[config.mk]
export PLATFORM = sky130hd
export DESIGN_NAME = console_line_receiver
export DESIGN_NICKNAME = d
export VERILOG_FILES = /design/src/rtl/clr_pkg.sv /design/src/rtl/clr_ram.sv /design/src/rtl/clr_ctrl.sv /design/src/rtl/clr_dp.sv /design/src/rtl/console_line_receiver.sv
export VERILOG_INCLUDE_DIRS = /design/src /design/src/rtl
export SDC_FILE = /design/constraint.sdc
export NUM_CORES = 1
export LEC_CHECK = 0
export BUFFER_PORTS_ARGS = -buffer_cell sky130_fd_sc_hd__buf_4
export CAP_MARGIN = 10
export CORE_MARGIN = 8
export CORE_UTILIZATION = 45
export CTS_CLUSTER_SIZE = 8
export DETAILED_ROUTE_END_ITERATION = 8
export PLACE_DENSITY = 0.69
export SLEW_MARGIN = 20
export SYNTH_ARGS = -nofsm -noshare
export SYNTH_HDL_FRONTEND = slang
export SYNTH_SLANG_ARGS = --single-unit
export TNS_END_PERCENT = 100
[constraint.sdc]
create_clock -name clk -period 9.8 [get_ports clk]
set_clock_uncertainty 0.15 [all_clocks]
set_input_delay 0.49 -clock clk [delete_from_list [all_inputs] [get_ports clk]]
set_output_delay 0.49 -clock clk [all_outputs]
set_load 0.1 [all_outputs]
[src/rtl/assert_macros.svh]
// Assertion macros shared by the RTL modules.
`ifndef ASSERT_MACROS_SVH
`define ASSERT_MACROS_SVH

// Condition must hold at every clock edge outside reset.
`define ASSERT_ALWAYS(label, expr, msg) \
    label: assert property (@(posedge clk) disable iff (!rst_n) (expr)) else $error(msg);

// Antecedent implies consequent in the same cycle.
`define ASSERT_IMPLY(label, ante, cons, msg) \
    label: assert property (@(posedge clk) disable iff (!rst_n) (ante) |-> (cons)) \
        else $error(msg);

// Antecedent implies consequent in the next cycle.
`define ASSERT_NEXT(label, ante, cons, msg) \
    label: assert property (@(posedge clk) disable iff (!rst_n) (ante) |=> (cons)) \
        else $error(msg);

`endif

[src/rtl/clr_pkg.sv]
// Types, codes and constants of the console line receiver.
`default_nettype none

package clr_pkg;

    localparam int LINE_SIZE_DEF = 64;

    localparam int CFG_IDX_W = 2;
    localparam int CFG_W     = 16;

    localparam logic [CFG_IDX_W-1:0] REG_ESCAPE      = 2'd0;
    localparam logic [CFG_IDX_W-1:0] REG_RAW_TIMEOUT = 2'd1;
    localparam logic [CFG_IDX_W-1:0] REG_LINE_DROP   = 2'd2;

    localparam logic [7:0]  ESCAPE_RST      = 8'h00;
    localparam logic [15:0] RAW_TIMEOUT_RST = 16'd1000;
    localparam logic [15:0] LINE_DROP_RST   = 16'd1000;

    localparam logic [7:0] CHAR_CR    = 8'h0D;
    localparam logic [7:0] CHAR_LF    = 8'h0A;
    localparam logic [7:0] CHAR_MIN   = 8'h20;
    localparam logic [7:0] CHAR_LIMIT = 8'hF8;

    localparam logic [15:0] CRC_POLY = 16'h1021;
    localparam logic [15:0] CRC_INIT = 16'hFFFF;

    typedef enum logic [1:0] {
        OP_BYTE      = 2'd0,
        OP_TICK      = 2'd1,
        OP_ARM_COUNT = 2'd2,
        OP_ARM_ESC   = 2'd3
    } opcode_t;

    typedef enum logic [1:0] {
        KIND_RAW     = 2'd0,
        KIND_LINE    = 2'd1,
        KIND_TIMEOUT = 2'd2,
        KIND_DROP    = 2'd3
    } kind_t;

    typedef struct packed {
        opcode_t     opcode;
        logic [7:0]  rx_byte;
        logic [15:0] raw_count;
    } item_t;

    typedef struct packed {
        kind_t       kind;
        logic [7:0]  out_byte;
        logic        last;
        logic        crc_checked;
        logic [15:0] crc_value;
        logic        crc_match;
    } result_t;

    typedef struct packed {
        logic capture;
        logic exec;
        logic emit;
    } ctrl_cmd_t;

    typedef struct packed {
        logic emit_line;
        logic needs_out;
        logic out_free;
        logic emit_last;
    } dp_status_t;

endpackage

`default_nettype wire

[src/rtl/clr_ram.sv]
// Generic single-write, single-read RAM with registered read data.
`default_nettype none

module clr_ram
    import clr_pkg::*;
#(
    parameter int WIDTH = 8,
    parameter int DEPTH = LINE_SIZE_DEF - 1
)
(
    input  logic                     clk,
    input  logic                     wr_en,
    input  logic [$clog2(DEPTH)-1:0] wr_addr,
    input  logic [WIDTH-1:0]         wr_data,
    input  logic [$clog2(DEPTH)-1:0] rd_addr,
    output logic [WIDTH-1:0]         rd_data
);

    logic [WIDTH-1:0] mem [DEPTH];

    always_ff @(posedge clk)
    begin
        if (wr_en)
        begin
            mem[wr_addr] <= wr_data;
        end
        rd_data <= mem[rd_addr];
    end

endmodule

`default_nettype wire

[src/rtl/clr_ctrl.sv]
// Controller: sequences item capture, execution and line readout.
`default_nettype none

module clr_ctrl
    import clr_pkg::*;
(
    input  logic       clk,
    input  logic       rst_n,
    input  logic       item_valid,
    output logic       item_ready,
    input  dp_status_t status,
    output ctrl_cmd_t  cmd
);

`include "assert_macros.svh"

    typedef enum logic [1:0] {
        S_IDLE,
        S_EXEC,
        S_RD,
        S_OUT
    } state_t;

    state_t state_reg;
    state_t state_next;

    always_comb
    begin
        cmd        = '0;
        state_next = state_reg;
        case (state_reg)
            S_IDLE:
            begin
                if (item_valid)
                begin
                    cmd.capture = 1'b1;
                    state_next  = S_EXEC;
                end
            end
            S_EXEC:
            begin
                if (status.emit_line)
                begin
                    cmd.exec   = 1'b1;
                    state_next = S_RD;
                end
                else if (!status.needs_out || status.out_free)
                begin
                    cmd.exec   = 1'b1;
                    state_next = S_IDLE;
                end
            end
            // line store read is in flight
            S_RD:
            begin
                state_next = S_OUT;
            end
            S_OUT:
            begin
                if (status.out_free)
                begin
                    cmd.emit   = 1'b1;
                    state_next = status.emit_last ? S_IDLE : S_RD;
                end
            end
            default:
            begin
                state_next = S_IDLE;
            end
        endcase
    end

    always_ff @(posedge clk or negedge rst_n)
    begin
        if (!rst_n)
        begin
            state_reg <= S_IDLE;
        end
        else
        begin
            state_reg <= state_next;
        end
    end

    assign item_ready = (state_reg == S_IDLE);

    `ASSERT_NEXT(a_capture_then_exec, cmd.capture, state_reg == S_EXEC, "capture not followed by exec")
    `ASSERT_IMPLY(a_emit_needs_slot, cmd.emit, status.out_free, "line item emitted into full slot")

endmodule

`default_nettype wire

[src/rtl/clr_dp.sv]
// Datapath: mode and line state, CRC, tail parse, line store and result register.
`default_nettype none

module clr_dp
    import clr_pkg::*;
#(
    parameter int LINE_SIZE = LINE_SIZE_DEF
)
(
    input  logic                 clk,
    input  logic                 rst_n,
    input  logic                 cfg_wr_en,
    input  logic [CFG_IDX_W-1:0] cfg_index,
    input  logic [CFG_W-1:0]     cfg_data,
    input  item_t                item,
    output result_t              result,
    output logic                 result_valid,
    input  logic                 result_ready,
    input  ctrl_cmd_t            cmd,
    output dp_status_t           status
);

`include "assert_macros.svh"

    localparam int LEN_W = $clog2(LINE_SIZE);
    localparam int DEPTH = LINE_SIZE - 1;
    localparam int AW    = $clog2(DEPTH);
    localparam logic [LEN_W-1:0] LEN_MAX  = LEN_W'(DEPTH);
    localparam logic [LEN_W-1:0] TAIL_LEN = LEN_W'(4);

    localparam logic [7:0] CHAR_SP    = 8'h20;
    localparam logic [7:0] CHAR_PLUS  = 8'h2B;
    localparam logic [7:0] CHAR_MINUS = 8'h2D;
    localparam logic [7:0] CHAR_ZERO  = 8'h30;
    localparam logic [7:0] CHAR_NINE  = 8'h39;
    localparam logic [7:0] CHAR_X_LO  = 8'h78;
    localparam logic [7:0] CHAR_X_UP  = 8'h58;
    localparam logic [7:0] CHAR_A_LO  = 8'h61;
    localparam logic [7:0] CHAR_F_LO  = 8'h66;
    localparam logic [7:0] CHAR_A_UP  = 8'h41;
    localparam logic [7:0] CHAR_F_UP  = 8'h46;

    typedef enum logic [1:0] {
        MODE_LINE  = 2'd0,
        MODE_COUNT = 2'd1,
        MODE_ESC   = 2'd2
    } mode_t;

    function automatic logic [15:0] crc_byte(input logic [15:0] crc, input logic [7:0] b);
        logic [15:0] c;
        c = crc ^ {b, 8'h00};
        for (int k = 0; k < 8; k++)
        begin
            c = c[15] ? ({c[14:0], 1'b0} ^ CRC_POLY) : {c[14:0], 1'b0};
        end
        return c;
    endfunction

    function automatic logic hex_ok(input logic [7:0] b);
        return (b >= CHAR_ZERO && b <= CHAR_NINE) || (b >= CHAR_A_LO && b <= CHAR_F_LO)
            || (b >= CHAR_A_UP && b <= CHAR_F_UP);
    endfunction

    function automatic logic [3:0] hex_val(input logic [7:0] b);
        logic [7:0] d;
        if (b >= CHAR_ZERO && b <= CHAR_NINE)
            d = b - CHAR_ZERO;
        else if (b >= CHAR_A_LO && b <= CHAR_F_LO)
            d = b - CHAR_A_LO + 8'd10;
        else
            d = b - CHAR_A_UP + 8'd10;
        return d[3:0];
    endfunction

    // C-style base-16 parse of the four tail characters, compared with crc.
    // t[3] is the oldest character.
    function automatic logic tail_match(input logic [3:0][7:0] t, input logic [15:0] crc);
        logic [7:0]  p [4];
        logic [2:0]  pos;
        logic        stop;
        logic        neg;
        logic [15:0] v;
        for (int k = 0; k < 4; k++)
        begin
            p[k] = t[3-k];
        end
        pos  = 3'd0;
        stop = 1'b0;
        for (int k = 0; k < 4; k++)
        begin
            if (!stop && p[k] == CHAR_SP)
                pos = 3'(k + 1);
            else
                stop = 1'b1;
        end
        neg = 1'b0;
        if (pos < 3'd4 && (p[pos[1:0]] == CHAR_PLUS || p[pos[1:0]] == CHAR_MINUS))
        begin
            neg = (p[pos[1:0]] == CHAR_MINUS);
            pos = pos + 3'd1;
        end
        // prefix only taken when a hex digit follows it inside the four characters
        if (pos <= 3'd1 && p[pos[1:0]] == CHAR_ZERO
            && (p[pos[1:0] + 2'd1] == CHAR_X_LO || p[pos[1:0] + 2'd1] == CHAR_X_UP)
            && hex_ok(p[pos[1:0] + 2'd2]))
        begin
            pos = pos + 3'd2;
        end
        v    = 16'd0;
        stop = 1'b0;
        for (int k = 0; k < 4; k++)
        begin
            if (3'(k) >= pos && !stop)
            begin
                if (hex_ok(p[k]))
                    v = {v[11:0], hex_val(p[k])};
                else
                    stop = 1'b1;
            end
        end
        return neg ? (v == 16'd0 && crc == 16'd0) : (v == crc);
    endfunction

    logic [7:0]       escape_reg;
    logic [15:0]      raw_timeout_reg;
    logic [15:0]      line_drop_reg;
    mode_t            mode_reg, mode_next;
    logic [15:0]      bytes_left_reg, bytes_left_next;
    logic [15:0]      idle_reg, idle_next;
    logic [LEN_W-1:0] len_reg, len_next;
    logic [15:0]      crc_reg, crc_next;
    logic [3:0][7:0]  tail_reg, tail_next;
    item_t            item_reg;
    logic [LEN_W-1:0] emit_len_reg, emit_len_next;
    logic             emit_chk_reg, emit_chk_next;
    logic [15:0]      emit_crc_reg, emit_crc_next;
    logic             emit_match_reg, emit_match_next;
    logic [LEN_W-1:0] idx_reg, idx_next;
    result_t          result_reg, result_next;
    logic             result_valid_reg, result_valid_next;

    logic [7:0]  c_map;
    logic        is_lf;
    logic        char_ok;
    logic [15:0] idle_inc;
    logic        timeout_hit;
    logic        drop_hit;
    logic        line_byte;
    logic        store_char;
    logic [15:0] bytes_dec;
    result_t     single_res;
    result_t     line_res;
    logic [7:0]  rd_data;

    assign c_map       = (item_reg.rx_byte == CHAR_CR) ? CHAR_LF : item_reg.rx_byte;
    assign is_lf       = (c_map == CHAR_LF);
    assign char_ok     = (c_map >= CHAR_MIN) && (c_map < CHAR_LIMIT);
    assign idle_inc    = (idle_reg == 16'hFFFF) ? idle_reg : idle_reg + 16'd1;
    assign timeout_hit = (idle_inc >= raw_timeout_reg);
    assign drop_hit    = (len_reg != '0) && (idle_inc >= line_drop_reg);
    assign line_byte   = (item_reg.opcode == OP_BYTE) && (mode_reg == MODE_LINE);
    assign store_char  = cmd.exec && line_byte && char_ok && (len_reg < LEN_MAX);
    assign bytes_dec   = (bytes_left_reg != 16'd0) ? bytes_left_reg - 16'd1 : bytes_left_reg;

    always_comb
    begin
        status.emit_line = line_byte && is_lf && (len_reg != '0);
        status.out_free  = !result_valid_reg || result_ready;
        status.emit_last = (idx_reg == emit_len_reg - LEN_W'(1));
        case (item_reg.opcode)
            OP_BYTE: status.needs_out = (mode_reg == MODE_COUNT) || (mode_reg == MODE_ESC);
            OP_TICK: status.needs_out = (mode_reg == MODE_ESC) ? timeout_hit : drop_hit;
            default: status.needs_out = 1'b0;
        endcase
    end

    always_comb
    begin
        single_res = '0;
        single_res.last = 1'b1;
        if (item_reg.opcode == OP_TICK)
        begin
            single_res.kind = (mode_reg == MODE_ESC) ? KIND_TIMEOUT : KIND_DROP;
        end
        else
        begin
            single_res.kind     = KIND_RAW;
            single_res.out_byte = item_reg.rx_byte;
            single_res.last     = (mode_reg == MODE_COUNT) ? (bytes_left_reg == 16'd1)
                                                           : (item_reg.rx_byte == escape_reg);
        end
    end

    always_comb
    begin
        line_res             = '0;
        line_res.kind        = KIND_LINE;
        line_res.out_byte    = rd_data;
        line_res.last        = status.emit_last;
        line_res.crc_checked = emit_chk_reg;
        line_res.crc_value   = emit_crc_reg;
        line_res.crc_match   = emit_match_reg;
    end

    always_comb
    begin
        mode_next       = mode_reg;
        bytes_left_next = bytes_left_reg;
        idle_next       = idle_reg;
        len_next        = len_reg;
        crc_next        = crc_reg;
        tail_next       = tail_reg;
        emit_len_next   = emit_len_reg;
        emit_chk_next   = emit_chk_reg;
        emit_crc_next   = emit_crc_reg;
        emit_match_next = emit_match_reg;
        idx_next        = idx_reg;

        if (cmd.exec)
        begin
            case (item_reg.opcode)
                OP_ARM_COUNT:
                begin
                    if (item_reg.raw_count != 16'd0)
                    begin
                        mode_next       = MODE_COUNT;
                        bytes_left_next = item_reg.raw_count;
                    end
                    else
                    begin
                        mode_next       = MODE_ESC;
                        bytes_left_next = 16'd0;
                    end
                end
                OP_ARM_ESC:
                begin
                    mode_next       = MODE_ESC;
                    bytes_left_next = 16'd0;
                end
                OP_TICK:
                begin
                    idle_next = idle_inc;
                    if (mode_reg == MODE_ESC)
                    begin
                        if (timeout_hit)
                            mode_next = MODE_LINE;
                    end
                    else if (drop_hit)
                    begin
                        len_next  = '0;
                        idle_next = 16'd0;
                        crc_next  = CRC_INIT;
                    end
                end
                default:
                begin
                    case (mode_reg)
                        MODE_COUNT:
                        begin
                            bytes_left_next = bytes_dec;
                            if (bytes_dec == 16'd0)
                                mode_next = MODE_LINE;
                        end
                        MODE_ESC:
                        begin
                            if (item_reg.rx_byte != escape_reg)
                                idle_next = 16'd0;
                            else
                                mode_next = MODE_LINE;
                        end
                        MODE_LINE:
                        begin
                            if (char_ok || is_lf)
                                idle_next = 16'd0;
                            if (store_char)
                            begin
                                len_next  = len_reg + LEN_W'(1);
                                tail_next = {tail_reg[2:0], c_map};
                                // CRC trails the stored line by four characters
                                if (len_reg >= TAIL_LEN)
                                    crc_next = crc_byte(crc_reg, tail_reg[3]);
                            end
                            if (is_lf)
                            begin
                                emit_len_next   = len_reg;
                                emit_chk_next   = (len_reg > TAIL_LEN);
                                emit_crc_next   = (len_reg > TAIL_LEN) ? crc_reg : 16'd0;
                                emit_match_next = (len_reg > TAIL_LEN)
                                                  && tail_match(tail_reg, crc_reg);
                                idx_next        = '0;
                                len_next        = '0;
                                crc_next        = CRC_INIT;
                            end
                        end
                        default:
                        begin
                            mode_next = mode_reg;
                        end
                    endcase
                end
            endcase
        end

        if (cmd.emit)
            idx_next = idx_reg + LEN_W'(1);
    end

    always_comb
    begin
        result_next       = result_reg;
        result_valid_next = result_valid_reg;
        if (cmd.emit)
        begin
            result_next       = line_res;
            result_valid_next = 1'b1;
        end
        else if (cmd.exec && status.needs_out)
        begin
            result_next       = single_res;
            result_valid_next = 1'b1;
        end
        else if (result_ready)
        begin
            result_valid_next = 1'b0;
        end
    end

    always_ff @(posedge clk or negedge rst_n)
    begin
        if (!rst_n)
        begin
            escape_reg       <= ESCAPE_RST;
            raw_timeout_reg  <= RAW_TIMEOUT_RST;
            line_drop_reg    <= LINE_DROP_RST;
            mode_reg         <= MODE_LINE;
            bytes_left_reg   <= 16'd0;
            idle_reg         <= 16'd0;
            len_reg          <= '0;
            crc_reg          <= CRC_INIT;
            result_valid_reg <= 1'b0;
        end
        else
        begin
            if (cfg_wr_en)
            begin
                case (cfg_index)
                    REG_ESCAPE:      escape_reg      <= cfg_data[7:0];
                    REG_RAW_TIMEOUT: raw_timeout_reg <= cfg_data;
                    REG_LINE_DROP:   line_drop_reg   <= cfg_data;
                    default:         escape_reg      <= escape_reg;
                endcase
            end
            mode_reg         <= mode_next;
            bytes_left_reg   <= bytes_left_next;
            idle_reg         <= idle_next;
            len_reg          <= len_next;
            crc_reg          <= crc_next;
            result_valid_reg <= result_valid_next;
        end
    end

    always_ff @(posedge clk)
    begin
        if (cmd.capture)
            item_reg <= item;
        tail_reg       <= tail_next;
        emit_len_reg   <= emit_len_next;
        emit_chk_reg   <= emit_chk_next;
        emit_crc_reg   <= emit_crc_next;
        emit_match_reg <= emit_match_next;
        idx_reg        <= idx_next;
        result_reg     <= result_next;
    end

    clr_ram #(
        .WIDTH (8),
        .DEPTH (DEPTH)
    ) u_line_store (
        .clk     (clk),
        .wr_en   (store_char),
        .wr_addr (len_reg[AW-1:0]),
        .wr_data (c_map),
        .rd_addr (idx_reg[AW-1:0]),
        .rd_data (rd_data)
    );

    assign result       = result_reg;
    assign result_valid = result_valid_reg;

    `ASSERT_ALWAYS(a_len_range, len_reg <= LEN_MAX, "line length beyond store depth")
    `ASSERT_IMPLY(a_count_nonzero, mode_reg == MODE_COUNT, bytes_left_reg != 16'd0, "counted mode with nothing left")

endmodule

`default_nettype wire

[src/rtl/console_line_receiver.sv]
// An item is accepted only when idle, captured into the item register and executed,
// and any result is registered once the output slot is free. A line end emits its stored
// characters one by one, paced by the line store's single registered read port.
// Reset (rst_n, async, active low) clears mode, counters, line length and output valid
// and restores the configuration registers; the line store contents are left as they are.
`default_nettype none

module console_line_receiver
    import clr_pkg::*;
#(
    parameter int LINE_SIZE = LINE_SIZE_DEF
)
(
    input  logic                 clk,
    input  logic                 rst_n,
    input  logic                 cfg_wr_en,
    input  logic [CFG_IDX_W-1:0] cfg_index,
    input  logic [CFG_W-1:0]     cfg_data,
    input  logic                 item_valid,
    output logic                 item_ready,
    input  item_t                item,
    output logic                 result_valid,
    input  logic                 result_ready,
    output result_t              result
);

    ctrl_cmd_t  cmd;
    dp_status_t status;

    clr_ctrl u_ctrl (
        .clk        (clk),
        .rst_n      (rst_n),
        .item_valid (item_valid),
        .item_ready (item_ready),
        .status     (status),
        .cmd        (cmd)
    );

    clr_dp #(
        .LINE_SIZE (LINE_SIZE)
    ) u_dp (
        .clk          (clk),
        .rst_n        (rst_n),
        .cfg_wr_en    (cfg_wr_en),
        .cfg_index    (cfg_index),
        .cfg_data     (cfg_data),
        .item         (item),
        .result       (result),
        .result_valid (result_valid),
        .result_ready (result_ready),
        .cmd          (cmd),
        .status       (status)
    );

endmodule

`default_nettype wire
# Word level (Yosys, flattened, before mapping)
# Memories as Yosys holds them, arrays and structs flattened. A register that Yosys moved wholly into a read port is not among the register bits.
# Index checks and enable logic that the tools add are counted.
# classes
n_div	0
n_bitwise	16
n_mux	160
shifts	0
multipliers	0
n_reduce_logical	95
eq_ne	39
n_addsub	29
magnitude_cmp	47
# ops
cell	count
two-way mux 16 bit	25
two-way mux 13 bit	8
case mux 16 bit (2 select lines)	3
greater-or-equal comparator 8 x 7 -> 1 bit (second input constant)	10
less-or-equal comparator 8 x 7 -> 1 bit (second input constant)	10
two-way mux 8 bit	9
binary-select mux 8 bit (select 2 bit)	4
two-way mux 6 bit	10
== test 8 x 6 -> 1 bit (second input constant)	7
two-way mux 1 bit	55
two-way mux 27 bit	2
greater-or-equal comparator 8 x 6 -> 1 bit (second input constant)	6
logical NOT 16 bit	3
case mux 16 bit (3 select lines)	1
subtractor 4 x 1 -> 4 bit (second input constant)	12
two-way mux 3 bit	15
less-or-equal comparator 8 x 6 -> 1 bit (second input constant)	5
logical AND 1 bit	36
two-way mux 4 bit	9
adder 4 bit (second input constant)	8
greater-or-equal comparator 16 bit	2
nonzero test 16 bit	2
two-way mux 2 bit	13
inverter 3 bit	8
56 further kinds	123
# totals
latchBits	0
rom_bits	0
mem_bits_rw	504
memories	1
register_bits	216
# mem_list
memory	words	width	rd	rd_clocked_by_memory_dff	wr	line_no	rtl
u_dp.u_line_store.mem	63	8	1	1	1	clr_ram.sv:19	logic [WIDTH-1:0] mem [DEPTH];

# Logic depth before layout (Yosys ltp)
# logic_depth
ltp_word	91
depth_mapped	28

# Hierarchy
# From an unflattened synthesis, not the netlist that was laid out.
# hier_totals
hier_cells	2294
area_unflattened_um2	33153.0
# modules_own_cells
mod	cells_each	n_inst	seq_area_each_um2	area_per_inst_um2
clr_ram	949	1	15294.7	19880.3
clr_dp	1332	1	5955.7	13145.1
clr_ctrl	13	1	50.0	127.6

# Worst setup path before layout
# No wires, ideal clock.
# synth_timing
path_kind	register -> register
start	register u_dp.idle_reg[3]
end	register u_dp.idx_reg[0], enable pin
n_path_buf	1
setup_slack_ns	2.570
t_arrival_ns	6.770
required_time_ns	9.340
stages_incl_launch_ff	28
path_cell_list	dfrtp_1 and3_1 and3_1 nand3_1 nor2_1 and4_1 and2_1 nand4_1 xnor2_1 ha_1 nand2b_1 a21o_1 a21o_1 a21o_1 a21o_1 a21o_1 a21o_1 a21o_1 a21o_1 a21oi_1 nor2b_1 o21ai_0 a211o_1 a31o_2 nand2_1 clkbuf_1 nor3_1 or2_2
# synth_between
elab_chain_len	13
# synth_rtl
element	line_no	rtl
start: declaration	clr_dp.sv:129	logic [15:0] idle_reg, idle_next;
start signal: assignment	clr_dp.sv:355	idle_reg <= idle_next;
adder 16 x 1 -> 16 bit / == test 16 bit (equally long branches)	clr_dp.sv:158	assign idle_inc = (idle_reg == 16'hFFFF) ? idle_reg : idle_reg + 16'd1;
two-way mux 16 bit *	clr_dp.sv:158	
greater-or-equal comparator 16 bit	clr_dp.sv:160	assign drop_hit = (len_reg != '0) && (idle_inc >= line_drop_reg);
logical AND 1 bit	clr_dp.sv:160	
two-way mux 1 bit *	clr_dp.sv:172	OP_TICK: status.needs_out = (mode_reg == MODE_ESC) ? timeout_hit : drop_hit;
case mux 1 bit (2 select lines) *	clr_dp.sv:170	case (item_reg.opcode)
logical NOT 1 bit *	clr_ctrl.sv:47	else if (!status.needs_out || status.out_free)
logical OR 1 bit *	clr_ctrl.sv:47	
two-way mux 1 bit *	clr_ctrl.sv:47	
two-way mux 1 bit *	clr_ctrl.sv:42	if (status.emit_line)
two-way mux 1 bit *	clr_ctrl.sv:31	case (state_reg)
nonzero test 2 bit (no source line) *	n/a	
AND reduction 4 bit (no source line) *	n/a	
end signal: assignment	clr_dp.sv:371	idx_reg <= idx_next;
end: declaration	clr_dp.sv:138	logic [LEN_W-1:0] idx_reg, idx_next;
# Every way passes the cells marked *; elsewhere a longest branch is shown, timed or not.
# A chain may end at the register's enable or synchronous reset.

# Worst setup path in the final report
# layout_timing
start	register u_dp.idle_reg[3]
end	memory u_dp.u_line_store.mem[6][2], enable pin
# layout_between
elab_chain_len	16
# layout_rtl
element	line_no	rtl
adder 16 x 1 -> 16 bit / == test 16 bit (equally long branches)	clr_dp.sv:158	
two-way mux 16 bit *	clr_dp.sv:158	
greater-or-equal comparator 16 bit	clr_dp.sv:160	
logical AND 1 bit	clr_dp.sv:160	
two-way mux 1 bit *	clr_dp.sv:172	
case mux 1 bit (2 select lines) *	clr_dp.sv:170	
logical NOT 1 bit *	clr_ctrl.sv:47	
logical OR 1 bit *	clr_ctrl.sv:47	
two-way mux 1 bit *	clr_ctrl.sv:47	
two-way mux 1 bit *	clr_ctrl.sv:42	
two-way mux 1 bit *	clr_ctrl.sv:31	
logical AND 1 bit * (3 in series)	clr_dp.sv:162	assign store_char = cmd.exec && line_byte && char_ok && (len_reg < LEN_MAX);
two-way mux 1 bit *	clr_ram.sv:23	if (wr_en)
two-way mux 1 bit (not written as such) *	clr_ram.sv:25	mem[wr_addr] <= wr_data;
end: declaration	clr_ram.sv:19	
# Marked as above.

==> summary.md <==
| Metric | Value |
|---|---|
| TritonCTS Buffers | `101` |
| Post-route insts no fill | `3277` |
| Design area | `0.0376 mm^2` |
| Layout cells sized above 1 | `21.4%` |
| Peak VDD IR | `0.396 mV` |
| Starting density of the core | `45.1%` |
| Most common cell after layout, fill and taps aside | `edfxtp_1` |
| Post-synthesis sequential area ratio | `65.0%` |
| Worst-path maximum fanout | `73` |
| Postcts setup bufs | `0` |
| Crit. End Element | `flip-flop` |
| Clk buf depth | `3` |
| Global-route usage over all layers | `19.8%` |
| R2R Path End | `u_dp.u_line_store.mem[6][2]` |
| Die Height | `286 um` |
| DRT iter0 DRCs | `2080` |
| Hold path depth | `3` |
| Die X | `286 um` |
| Number of top-level pins | `80` |
| CORE AREA | `0.0726 mm^2` |
| Syn_area_per_cell | `15.3 um^2` |
| Fin. max-slew vios | `0` |
| Syn Std Cell Area | `0.0328 mm^2` |
| Skew-Pair Late Insertion Delay | `660 ps` |
| Final Hold Vio Count | `0` |
| Cell area after placement | `0.0343 mm^2` |
| HP Start | `result_ready` |
| Syn_nets | `2250` |
| First-pass DRT Iterations | `6` |
| Vias per cell | `6.02` |
| Port bufs | `79` |
| DIE AREA | `0.0817 mm^2` |
| Worst EP required | `9900 ps` |
| Final min period | `7170 ps` |
| Top cells by area, synth | `edfxtp_1 57%, mux4_2 11%, dfrtp_1 5.4%, ha_1 2.4%, dfstp_2 2.2%` |
| Final setup vio count | `0` |
| Worst-margin pin slew | `1170 ps` |
| Power per standard cell area | `264 mW/mm^2` |
| Total grt overflow | `0` |
| Fraction of registers with async set or reset after synthesis | `13.6%` |
| Area share of the largest cell type after synthesis | `56.7%` |
| Flops & latches, synth | `728` |
| Startpoint types | `flip-flop` |
| # nets final | `2386` |
| WL/cell | `25.0 um` |
| Vias in the first global route | `19.9k` |
| Warnings, synthesis | `0` |
| Most frequent cells in the layout | `619 x edfxtp_1, 159 x mux4_2, 117 x nand2_1, 108 x nor2_1, 103 x clkbuf_16` |
| Clock slew at reported path FFs | `50 ps` |
| Worst r2r path cells | `26` |
| Post-synthesis instance total | `2137` |
| Root buffer cell | `clkbuf_16` |
| Clk sinks | `728` |
| Final TNS setup | `0 ps` |
| Gp weighted congestion | `0.888` |
| Crit path DAT | `7270 ps` |
| Leakage | `0.0130 uW` |
| WHS Endpoint | `u_dp.result_valid` |
| CTS tree | `yes` |
| Number of synthesized flops with an enable pin | `619` |
| Rel. slew slack | `21.8%` |
| Critical path start-end classification | `flip-flop to flip-flop` |
| Half-perimeter wire length after detailed placement | `51.0 mm` |
| Fmax | `140 MHz` |
| RSZ-0062 raised after global routing | `no` |
| Critical R2R Launch | `u_dp.idle_reg[3]` |
| Run status | `completed` |
| First-pass GRT wire length | `124 mm` |
| Placed Instances | `3084` |
| Part of the cycle the worst path needs | `73.1%` |
| Synth area leader | `edfxtp_1` |
| Initial antenna violation count | `2` |
| Cell variety after synth | `91` |
| DR vias | `19.7k` |
| Antenna Nets Post-Route | `0` |
| Pin count of the biggest net entering global routing | `133` |
| H-Tree Depth | `3` |
| Overall routed net length | `81.9 mm` |
| Reg2reg setup slack | `2630 ps` |
| DRC viols | `0` |
| Number of flip-flops in the largest register | `504` |
| Row cnt | `99` |
| Primary FF master, synth | `edfxtp_1` |
| Hold WC Path Type | `primary input to flip-flop` |
| Fillers | `5834` |
| Layout area overhead | `14.9%` |
| Number of gates resized after cts | `0` |
| MaxCap Viol Count | `0` |
==> cell type report <==
class | count | area [um^2] | share of cell area (%)
multi-input combinational | 1226 | 10800 | 28.8
inverter | 73 | 274 | 0.728
sequential | 728 | 21300 | 56.6
clock inverter | 7 | 106 | 0.282
antenna | 1 | 2.50 | 0.00665
timing repair buffer | 143 | 1220 | 3.23
clock buffer | 140 | 2720 | 7.22
tap | 959 | 1200 | 3.19
==> worst max-delay path, cell delays in order, from the launching register on <==
cell	delay, ps
dfrtp_1	450
and3_1	220
and3_1	220
nand3_1	130
nor2_1	140
and4_1	240
and2_1	210
nand4_1	400
xnor2_1	360
ha_1	270
nand2b_1	140
a21o_1	170
a21o_1	170
a21o_1	170
a21o_1	170
a21o_1	180
a21o_1	170
a21o_1	170
a21oi_1	140
nor2b_1	60
o21ai_0	150
a21oi_1	80
o221ai_1	310
a31o_2	310
nand2_2	50
buf_4	410
nor3_1	1030
==> where the power goes <==
group	internal, uW	switching (uW)	leakage (uW)
clock network	1900	1240	0.00136
registers	3680	225	0.00685
logic	1140	1740	0.00474
total	6720	3200	0.0130
==> per-stage QoR <==
| stage | setup WS, ps | hold WS [ps] | util (%) | total power (uW) |
|---|---|---|---|---|
| 3_5_place_dp | 2740 | 271 | 47.3 | 6800 |
| 4_1_cts | 2720 | 63.7 | 51.8 | 9950 |
| 5_1_grt | 2100 | 109 | 51.9 | 10300 |
| 6_report | 2630 | 98.5 | 51.9 | 9920 |
| 3_3_place_gp | 2940 | 261 | 47.3 | 6760 |
| 2_1_floorplan | 2570 | 44.4 | - | 6000 |
==> repair_timing <==
item                                   in CTS  in global routing
hold buffers                               44                  0
endpoints found under the hold margin      91                  0
setup endpoints to repair                   0                  0
==> routing by layer <==
layer	share of wire (%)	global-route usage (%)	wire length (um)	up-vias
li1	-	-	-	8573
met4	3.1	6.75	2540	2
met3	8.7	4.38	7100	176
met1	40	26.4	32800	9938
met2	48	32.0	39400	1032
met5	0.016	0	13	-
==> synthesized netlist by cell type (all sizes together), types with 49 or more instances <==
cell and number:
nand3 53, a21oi 49, nand2 118, ha 64
mux4 159, edfxtp 619, nor3 89, mux2 49
o21ai 78, nor2 108, inv 73, dfrtp 71
clkbuf 83
==> how the worst max path moves through the flow <==
stage	from	to	slack, ps	cells after the start
after detailed placement	u_dp.idle_reg[3]	u_dp.u_line_store.mem[58][6]	2740	26
final	u_dp.idle_reg[3]	u_dp.u_line_store.mem[6][2]	2630	26
after floorplan	u_dp.idle_reg[3]	u_dp.idx_reg[0]	2570	27
after CTS	u_dp.idle_reg[3]	u_dp.u_line_store.mem[58][6]	2720	26
after global placement	u_dp.idle_reg[3]	u_dp.tail_reg[14]	2940	26
after global routing	u_dp.idle_reg[3]	u_dp.u_line_store.mem[32][6]	2100	26
==> logic make-up after synthesis <==
kind of cell | after synthesis | synth area share [%]
XOR/XNOR | 82 | 2.19
buffers and inverters | 183 | 2.19
flip-flops | 728 | 65.0
multiplexers | 240 | 13.7
AO/OA/AOI/OAI | 274 | 5.61
adder cells (fa/ha/maj) | 64 | 2.44
AND/OR/NAND/NOR | 566 | 8.89
Power figures use the tool's default switching activity.
